## src/rtl/slir_pkg.sv

```systemverilog
// Shared types and constants for the static list insert/remove core.
// Used by the controller, the datapath, the top level and the checker.
// Depends on nothing.
package slir_pkg;

    // Field widths fixed by the word formats.
    localparam int DATA_W       = 32;
    localparam int STATUS_W     = 2;
    localparam int COUNT_W      = 5;
    localparam int OP_W         = 1;
    localparam int S_TDATA_W    = 32;
    localparam int M_TDATA_W    = 8;
    localparam int CAPACITY_DEF = 16;

    // Operation codes carried in s_tuser.
    localparam logic [OP_W-1:0] OP_INSERT = 1'b0;
    localparam logic [OP_W-1:0] OP_REMOVE = 1'b1;

    // Result status codes.
    typedef enum logic [STATUS_W-1:0] {
        STAT_DONE      = 2'd0,
        STAT_FULL      = 2'd1,
        STAT_EMPTY     = 2'd2,
        STAT_NOT_FOUND = 2'd3
    } status_t;

    // Commands from the controller to the datapath.
    typedef struct packed {
        logic load;     // capture the accepted request and restart the scan
        logic scan_en;  // step the search-and-shift pass
        logic commit;   // update the count and load the result register
    } cmd_t;

    // Status from the datapath to the controller.
    typedef struct packed {
        logic scan_done;  // every held entry has been read and processed
    } stat_t;

endpackage

```

## src/rtl/slir_ctrl.sv

```systemverilog
// Controller state machine for the static list core.
// Sequences accept, search-and-shift pass and result hand-off.
// Depends on slir_pkg.
module slir_ctrl
    import slir_pkg::*;
(
    input  logic            aclk,
    input  logic            aresetn,
    input  logic            s_tvalid,
    input  logic [OP_W-1:0] s_op,
    input  logic            m_tready,
    input  stat_t           stat_i,
    output logic            s_tready,
    output logic            m_tvalid,
    output cmd_t            cmd_o
);

    typedef enum logic [1:0] {
        S_IDLE,
        S_SCAN,
        S_FIN
    } state_t;

    state_t state_reg, state_next;
    logic   m_tvalid_reg, m_tvalid_next;
    logic   accept;

    assign s_tready = (state_reg == S_IDLE);
    assign m_tvalid = m_tvalid_reg;
    assign accept   = s_tready && s_tvalid;

    // Commands follow the current state.
    always_comb begin
        cmd_o.load    = accept;
        cmd_o.scan_en = (state_reg == S_SCAN);
        cmd_o.commit  = (state_reg == S_FIN) && (!m_tvalid_reg || m_tready);
    end

    // Next state and output valid.
    always_comb begin
        state_next    = state_reg;
        m_tvalid_next = m_tvalid_reg;
        if (m_tvalid_reg && m_tready) begin
            m_tvalid_next = 1'b0;
        end
        unique case (state_reg)
            S_IDLE: begin
                if (accept) begin
                    state_next = (s_op == OP_REMOVE) ? S_SCAN : S_FIN;
                end
            end
            S_SCAN: begin
                if (stat_i.scan_done) begin
                    state_next = S_FIN;
                end
            end
            S_FIN: begin
                if (cmd_o.commit) begin
                    m_tvalid_next = 1'b1;
                    state_next    = S_IDLE;
                end
            end
            default: begin
                state_next = S_IDLE;
            end
        endcase
    end

    // State and registered output valid.
    always_ff @(posedge aclk) begin
        if (!aresetn) begin
            state_reg    <= S_IDLE;
            m_tvalid_reg <= 1'b0;
        end else begin
            state_reg    <= state_next;
            m_tvalid_reg <= m_tvalid_next;
        end
    end

endmodule

```

## src/rtl/slir_dpath.sv

```systemverilog
// Datapath for the static list core: entry memory, fill count,
// search-and-shift pass and the result register. Depends on slir_pkg.
module slir_dpath
    import slir_pkg::*;
#(
    parameter int CAPACITY = CAPACITY_DEF
) (
    input  logic                 aclk,
    input  logic                 aresetn,
    input  cmd_t                 cmd_i,
    input  logic [OP_W-1:0]      s_op,
    input  logic [DATA_W-1:0]    s_value,
    output stat_t                stat_o,
    output logic [M_TDATA_W-1:0] m_result
);

    localparam int AW = (CAPACITY > 1) ? $clog2(CAPACITY) : 1;
    localparam int CW = $clog2(CAPACITY + 1);
    localparam logic [CW-1:0] CAP_CNT = CW'(CAPACITY);

    // Entry memory: one write port, one registered read port.
    logic [DATA_W-1:0] mem [CAPACITY];
    logic [DATA_W-1:0] rdata_reg;

    logic [OP_W-1:0]   op_reg;
    logic [DATA_W-1:0] value_reg;
    logic [CW-1:0]     fill_reg, fill_next;
    logic [CW-1:0]     ptr_reg;
    logic [AW-1:0]     pidx_reg;
    logic              pv_reg;
    logic              found_reg;

    logic              rd_en;
    logic              we;
    logic [AW-1:0]     waddr;
    logic [DATA_W-1:0] wdata;
    status_t           status_next;

    logic [STATUS_W-1:0] status_reg;
    logic [COUNT_W-1:0]  count_reg;
    logic                empty_reg;

    assign rd_en            = cmd_i.scan_en && (ptr_reg < fill_reg);
    assign stat_o.scan_done = (ptr_reg == fill_reg) && !pv_reg;
    assign m_result         = {empty_reg, count_reg, status_reg};

    // Outcome of the request and the count after it.
    always_comb begin
        fill_next   = fill_reg;
        status_next = STAT_DONE;
        if (op_reg == OP_INSERT) begin
            if (fill_reg == CAP_CNT) begin
                status_next = STAT_FULL;
            end else begin
                fill_next = fill_reg + 1'b1;
            end
        end else begin
            if (fill_reg == '0) begin
                status_next = STAT_EMPTY;
            end else if (found_reg) begin
                fill_next = fill_reg - 1'b1;
            end else begin
                status_next = STAT_NOT_FOUND;
            end
        end
    end

    // Write port: shift an entry down during the pass, or append on commit.
    always_comb begin
        we    = 1'b0;
        waddr = fill_reg[AW-1:0];
        wdata = value_reg;
        if (cmd_i.scan_en && pv_reg && found_reg) begin
            we    = 1'b1;
            waddr = pidx_reg - 1'b1;
            wdata = rdata_reg;
        end else if (cmd_i.commit && (op_reg == OP_INSERT) && (fill_reg != CAP_CNT)) begin
            we = 1'b1;
        end
    end

    // Memory array.
    always_ff @(posedge aclk) begin
        if (we) begin
            mem[waddr] <= wdata;
        end
        if (rd_en) begin
            rdata_reg <= mem[ptr_reg[AW-1:0]];
        end
    end

    // Request capture and result payload.
    always_ff @(posedge aclk) begin
        if (cmd_i.load) begin
            op_reg    <= s_op;
            value_reg <= s_value;
        end
        if (rd_en) begin
            pidx_reg <= ptr_reg[AW-1:0];
        end
        if (cmd_i.commit) begin
            status_reg <= status_next;
            count_reg  <= COUNT_W'(fill_next);
            empty_reg  <= (fill_next == '0);
        end
    end

    // Fill count, scan pointer and match tracking.
    always_ff @(posedge aclk) begin
        if (!aresetn) begin
            fill_reg  <= '0;
            ptr_reg   <= '0;
            pv_reg    <= 1'b0;
            found_reg <= 1'b0;
        end else begin
            if (cmd_i.load) begin
                ptr_reg   <= '0;
                pv_reg    <= 1'b0;
                found_reg <= 1'b0;
            end else if (cmd_i.scan_en) begin
                pv_reg <= rd_en;
                if (rd_en) begin
                    ptr_reg <= ptr_reg + 1'b1;
                end
                // The first match switches the pass from searching to shifting.
                if (pv_reg && !found_reg && (rdata_reg == value_reg)) begin
                    found_reg <= 1'b1;
                end
            end
            if (cmd_i.commit) begin
                fill_reg <= fill_next;
            end
        end
    end

endmodule

```

## src/rtl/static_list_insert_remove_core.sv

```systemverilog
// Fixed-capacity list of signed 32-bit values with insert and remove.
// Request words arrive on the s_ channel: s_tuser carries the operation
// (insert at the end, or remove the first entry equal to the value) and
// s_tdata the value. Every request returns one result word on the m_
// channel with the status, the count after the request and an empty flag.
// An insert goes from acceptance straight to its last step. A remove
// reads every held entry once through the memory's single read port, moving
// each entry after the match down by one on the same pass, before its last
// step. The next request is accepted in the cycle after the result has been
// loaded.
// The result sits in an output register: a new request is accepted while it
// waits, and if the receiver stalls long enough the finished request holds
// in its last step until the register frees up.
// Reset empties the list and drops any pending result; entry storage is not
// cleared, since only written entries are ever read.
// Depends on slir_pkg, slir_ctrl and slir_dpath.
module static_list_insert_remove_core
    import slir_pkg::*;
#(
    parameter int CAPACITY = CAPACITY_DEF
) (
    input  logic                 aclk,
    input  logic                 aresetn,
    input  logic                 s_tvalid,
    output logic                 s_tready,
    input  logic [S_TDATA_W-1:0] s_tdata,   // [31:0] value
    input  logic [OP_W-1:0]      s_tuser,   // [0] operation
    output logic                 m_tvalid,
    input  logic                 m_tready,
    output logic [M_TDATA_W-1:0] m_tdata    // [1:0] status, [6:2] count, [7] is_empty
);

    cmd_t  cmd;
    stat_t stat;

    slir_ctrl u_ctrl (
        .aclk     (aclk),
        .aresetn  (aresetn),
        .s_tvalid (s_tvalid),
        .s_op     (s_tuser),
        .m_tready (m_tready),
        .stat_i   (stat),
        .s_tready (s_tready),
        .m_tvalid (m_tvalid),
        .cmd_o    (cmd)
    );

    slir_dpath #(
        .CAPACITY (CAPACITY)
    ) u_dpath (
        .aclk     (aclk),
        .aresetn  (aresetn),
        .cmd_i    (cmd),
        .s_op     (s_tuser),
        .s_value  (s_tdata[DATA_W-1:0]),
        .stat_o   (stat),
        .m_result (m_tdata)
    );

endmodule

```

## config.mk

```make
export PLATFORM = sky130hd
export DESIGN_NAME = static_list_insert_remove_core
export DESIGN_NICKNAME = d
export VERILOG_FILES = /design/src/rtl/slir_pkg.sv /design/src/rtl/slir_ctrl.sv /design/src/rtl/slir_dpath.sv /design/src/rtl/static_list_insert_remove_core.sv
export SDC_FILE = /design/constraint.sdc
export NUM_CORES = 1
export LEC_CHECK = 0
export BUFFER_PORTS_ARGS = -buffer_cell sky130_fd_sc_hd__clkbuf_2
export CORE_MARGIN = 3
export CORE_UTILIZATION = 45
export DETAILED_ROUTE_END_ITERATION = 12
export REMOVE_ABC_BUFFERS = 1
export SYNTH_ARGS = -nofsm -noshare
export SYNTH_HDL_FRONTEND = slang
export SYNTH_HIERARCHICAL = 1
export SYNTH_SLANG_ARGS = --single-unit
export TNS_END_PERCENT = 5
```

## constraint.sdc

```tcl
create_clock -name aclk -period 4.58 [get_ports aclk]
set_input_delay 0 -clock aclk [delete_from_list [all_inputs] [get_ports aclk]]
set_output_delay 0 -clock aclk [all_outputs]
set_load 0.1 [all_outputs]
```

==> results of run 1 <==
## path summary, 6_finish.rpt
path,endpoint,start,slack (ns)
max,u_dpath/mem[6][8],u_dpath/fill_reg[0],1.06
min,u_dpath/value_reg[27],s_tdata[27],0.1
max reg2reg,u_dpath/mem[6][8],u_dpath/fill_reg[0],1.06
min reg2reg,u_dpath/ptr_reg[4],u_dpath/ptr_reg[4],0.51
## placed cells by master, fill, tap and decap left out, types with 34 or more instances in the layout
master           n
edfxtp_1       589
dlygate4sd3_1   38
buf_4           37
mux4_2         128
a21oi_1         41
nor2b_1         37
clkbuf_2        46
clkbuf_16       62
mux2i_1         34
## cells by family after synthesis
| logic type | count (synthesis) | share of synthesized area, % |
|---|---|---|
| simple gates | 115 | 2.77 |
| fa+ha+maj | 9 | 0.475 |
| flops | 604 | 75.8 |
| buf+inv | 69 | 1.36 |
| mux | 196 | 15.2 |
| compound gates | 102 | 2.86 |
| xor+xnor | 41 | 1.51 |
## area by class of cell
cell class	count	area share (%)
multi-input combinational	463	20.2
tap	680	3.10
inverter	12	0.164
clock inverter	41	1.74
timing repair buffer	122	3.31
sequential	604	65.7
clock buffer	71	5.78
## report_power, final
group,internal (W),leakage [nW],switching (W)
Sequential,0.00615,5.45,0.0000436
Clock,0.00304,1.01,0.00204
Combinational,0.000152,2.03,0.000284
## per-stage QoR
stage | total power, W | std cells | setup slack, ns
5_1_grt | 0.0121 | 1993 | 0.850
3_5_place_dp | 0.00673 | 1843 | 1.12
6_report | 0.0117 | 1993 | 1.06
3_3_place_gp | 0.00672 | 1843 | 1.16
4_1_cts | 0.0118 | 1993 | 1.08
2_1_floorplan | 0.00657 | 1079 | -2.70
## per-layer routing
metal,wire [um],part of all wire [%],global-route usage (%)
met1,23700,46,28.2
met3,2560,5.0,2.62
met4,1060,2.1,4.96
met5,0,0,0
met2,24000,47,29.0
==> run metrics, run 1 <==
syn avg cell area=20.9 sq um; Worst Path Required=4.92 ns; Yosys reg bits=604; worst-margin pin slew=0.994 ns; WHS Path Cells=2; via/cell ratio=5.71; R2R cell count=8; max_cap viols=0; crit end category=register; Synth area leader=edfxtp_1; CTS sink count=604; PostCTS Resize Cnt=0; clk buf depth=3; initial DRC count=1001; CP Depth=8; Slew HR=33.4%; Syn-to-layout area delta=15.5%; register area=0.0180 sq mm; Buffers on Ports=46; die area=0.0555 sq mm; CORE AREA=0.0517 sq mm; Post-Route Utilization=53.0%; Synth area leaders=edfxtp_1 (75%), mux4_2 (12%), mux2_2 (1.6%); setup violators final=0; status=complete, no violations; most common cell in the netlist=edfxtp_1; area of the multi-input gates=0.00555 sq mm; critical path class=reg2reg; share of the synthesized area in the top cell type=74.5%; gr ovfl total=0; hold_ws=0.0980 ns; initial core utilization=45.9%; crit path buf inv count=2; antenna cell count=0; routed wire length per instance=25.8 um; CP delay by family, top=simple AND/OR/NAND/NOR gates; total track usage=18.7%; critical-path maximum fanout=18; crit-path cells=inv_1 -> ha_1 -> nor3b_1 -> a211oi_1 -> and2_1 -> a31oi_1 -> nor2_4 -> buf_4; EDFF count, synth=589; Unique masters post-synth=56; filler instances=4059; P per Cell Area=427 mW/mm^2; IO Count=47; skew final=0.0217 ns; IR drop worst, VDD=0.321 mV; max FFs per register=512; Remaining DRCs=0; Leak=8.49 nW; CTS Hold Bufs=38; Post-synth ARST share=0%; final net count=1309; min cycle time layout=3.52 ns; 1st-pass router iterations=5; Hold WC Path Type=in2reg; post-CTS setup buffer count=0; routed vias=11400; largest net degree at the start of global routing=75; antenna viol nets, final=0; global-route wire length before repair=78100 um; design area=0.0274 sq mm; Placer Congestion=0.786; Reg clk slew, reported paths=0.06 ns; Crit path arrival time=3.86 ns; Post-Syn Area=0.0237 sq mm; predominant post-synthesis flop cell=edfxtp_1; detailed placer's ending HPWL=30400 um; number of global-route vias before repair=11800; Final period util=76.8%; Final Hold Fails=0; Root Driver=clkbuf_16; most frequent cells after synthesis=edfxtp_1 (589), mux4_2 (128), a21oi_1 (41); Clk Latency, worst-skew pair=0.62 ns; Slew Viols, Final=0; layout cells sized above 1=28.1%; Worst path max stage delay=0.75 ns; DP Area=0.0250 sq mm; Synth warnings=6; Critical-path top delay cell=a31oi_1; Synth Instances=1136; final WL=51400 um; num rows=83; Sum Neg Setup Slack=0 ns; Die Ht=236 um; Die X=236 um; RSZ-0062 raised after global routing=false; H-Tree Depth=2; Seq/Total Area, Yosys=75.8%; CP Launch Type=register; initial antenna violation count=0; CTS buffer count=60; TritonCTS clock tree=built; FMAX=0.284 GHz
Note: power is estimated with default switching activity, not from simulation.
==> run 2, diff against run 1 <==
Clock period 4.58 ns to 3.1 ns, I/O delays scaled along.
==> run 2 against run 1 <==
Worst setup slack worse by 0.82 ns. Routed wire length decreased by 1.2%. Non-clock buffer count up 18. Total power increased by 41%. Clock skew shrank 0.0086 ns. Clock power rose by 32%. Sequential share of layout area down 0.17 points. Critical endpoint is now u_dpath/mem[10][16]. Largest cell class unchanged.
==> run metrics, run 2 (synthesized netlist as in run 1, its figures left out) <==
status=complete, no violations (unchanged); number of global-route vias before repair=11700 (was 11800); Placed Cells incl. Taps=1861 (was 1843); commonest non-fill, non-tap cells in the layout=edfxtp_1 (589), mux4_2 (128), clkbuf_16 (61) (was edfxtp_1 (589), mux4_2 (128), clkbuf_16 (62)); max_cap viols=0 (unchanged); critical-path maximum fanout=13 (was 18); antenna viol nets, final=0 (unchanged); layout cells sized above 1=28.0% (was 28.1%); Hold WC Path Type=in2reg (unchanged); design area=0.0275 sq mm (was 0.0274 sq mm); Final period util=92.3% (was 76.8%); Slew Viols, Final=0 (unchanged); num rows=83 (unchanged); Remaining DRCs=0 (unchanged); Post-Route Utilization=53.1% (was 53.0%); CTS buffer count=60 (unchanged); initial core utilization=45.9% (unchanged); worst-margin pin slew=1.02 ns (was 0.994 ns); initial antenna violation count=0 (unchanged); gr ovfl total=0 (unchanged); CORE AREA=0.0517 sq mm (unchanged); total track usage=18.3% (was 18.7%); setup violators final=0 (unchanged); detailed placer's ending HPWL=29000 um (was 30400 um); IR drop worst, VDD=0.414 mV (was 0.321 mV); min cycle time layout=2.86 ns (was 3.52 ns); Worst Path Required=3.47 ns (was 4.92 ns); routed wire length per instance=25.3 um (was 25.8 um); critical path class=reg2reg (unchanged); IO Count=47 (unchanged); antenna cell count=0 (unchanged); max FFs per register=512 (unchanged); Post-Place Worst Slack=0.290 ns (was 1.12 ns); via/cell ratio=5.66 (was 5.71); FMAX=0.350 GHz (was 0.284 GHz); routed vias=11400 (about the same); crit end category=register (unchanged); Final Hold Fails=0 (unchanged); skew final=0.0131 ns (was 0.0217 ns); global-route wire length before repair=76100 um (was 78100 um); final net count=1327 (was 1309); Crit path arrival time=3.23 ns (was 3.86 ns); die area=0.0555 sq mm (unchanged); Slew HR=31.9% (was 33.4%); TritonCTS clock tree=built (unchanged); fin worst setup slack=0.239 ns (was 1.06 ns); DP Area=0.0253 sq mm (was 0.0250 sq mm); commonest non-fill, non-tap cell in the layout=edfxtp_1 (unchanged); clk buf depth=3 (unchanged); Root Driver=clkbuf_16 (unchanged); 1st-pass router iterations=5 (unchanged); largest net degree at the start of global routing=81 (was 75); H-Tree Depth=2 (unchanged); Die Ht=236 um (unchanged); Post-Layout Cell Count=2007 (was 1993); Syn-to-layout area delta=15.8% (was 15.5%); Buffers on Ports=46 (unchanged); Die X=236 um (unchanged); RSZ-0062 raised after global routing=false (unchanged); Reg clk slew, reported paths=0.06 ns (about the same); Placer Congestion=0.767 (was 0.786); Leak=8.49 nW (about the same); P per Cell Area=600 mW/mm^2 (was 427 mW/mm^2); initial DRC count=931 (was 1001); CTS sink count=604 (unchanged); Clk Latency, worst-skew pair=0.62 ns (about the same); final WL=50800 um (was 51400 um); CP Launch Type=register (unchanged)
run 2: cell count changes in the layout (fill, tap and decap cells not counted), moves of 2 or more:
cell and delta:
buf_12 +17, bufinv_16 -8, clkbuf_1 +2, clkinv_1 +9
clkinvlp_4 -2
run 2: final cells by class:
class                   count  area [sq um]
inverters                  12          45.0
repair buffers            140          1260
fillers                  4053         24200
clock inverters            36           216
clock buffers              72          1570
multi-input cells         463          5550
well taps                 680           851
flip-flops and latches    604         18000
run 2: through the flow:
| stage | hold WS (ns) | TNS [ns] | total power, W |
|---|---|---|---|
| final | 0.0893 | 0 | 0.0165 |
| after global routing | 0.0805 | 0 | 0.0170 |
| after CTS | 0.0567 | 0 | 0.0167 |
| after detailed placement | 0.179 | 0 | 0.00995 |
| after global placement | 0.177 | 0 | 0.00994 |
| after floorplan | 0.0989 | -759.31 | 0.00971 |
run 2: repair_timing:
action,4_1_cts,5_1_grt
hold buffers,38,0
gates resized for setup,0,0
hold endpoints to repair,47,0
setup buffers,0,0
run 2: final timing paths:
check | end | startpoint | depth (start not counted) | slack, ns
max reg2reg | u_dpath/mem[10][16] | u_dpath/fill_reg[0] | 8 | 0.24
min reg2reg | u_dpath/ptr_reg[4] | u_dpath/ptr_reg[4] | 2 | 0.50
min | u_dpath/value_reg[31] | s_tdata[31] | 2 | 0.09
max | u_dpath/mem[10][16] | u_dpath/fill_reg[0] | 8 | 0.24
run 2: critical path, cell delays in order, from the launching register on:
cell	delay, ns
dfxtp_1	0.34
inv_1	0.18
ha_1	0.23
nor3b_1	0.28
a211oi_1	0.15
and2_1	0.22
a31oi_1	0.73
nor2_4	0.23
buf_12	0.24
run 2: where the power goes:
part	internal (W)	total [W]	switching [W]
registers	0.00909	0.00915	0.0000575
clock network	0.00373	0.00669	0.00295
logic	0.000239	0.000656	0.000418
total	0.0131	0.0165	0.00343
run 2: routing by layer:
layer,track usage (%),vias up,routed length [um]
met5,0,-,0
met4,5.42,0,1150
met3,2.66,71,2190
met2,29.6,258,25000
met1,26.3,6049,22500
li1,-,4973,-
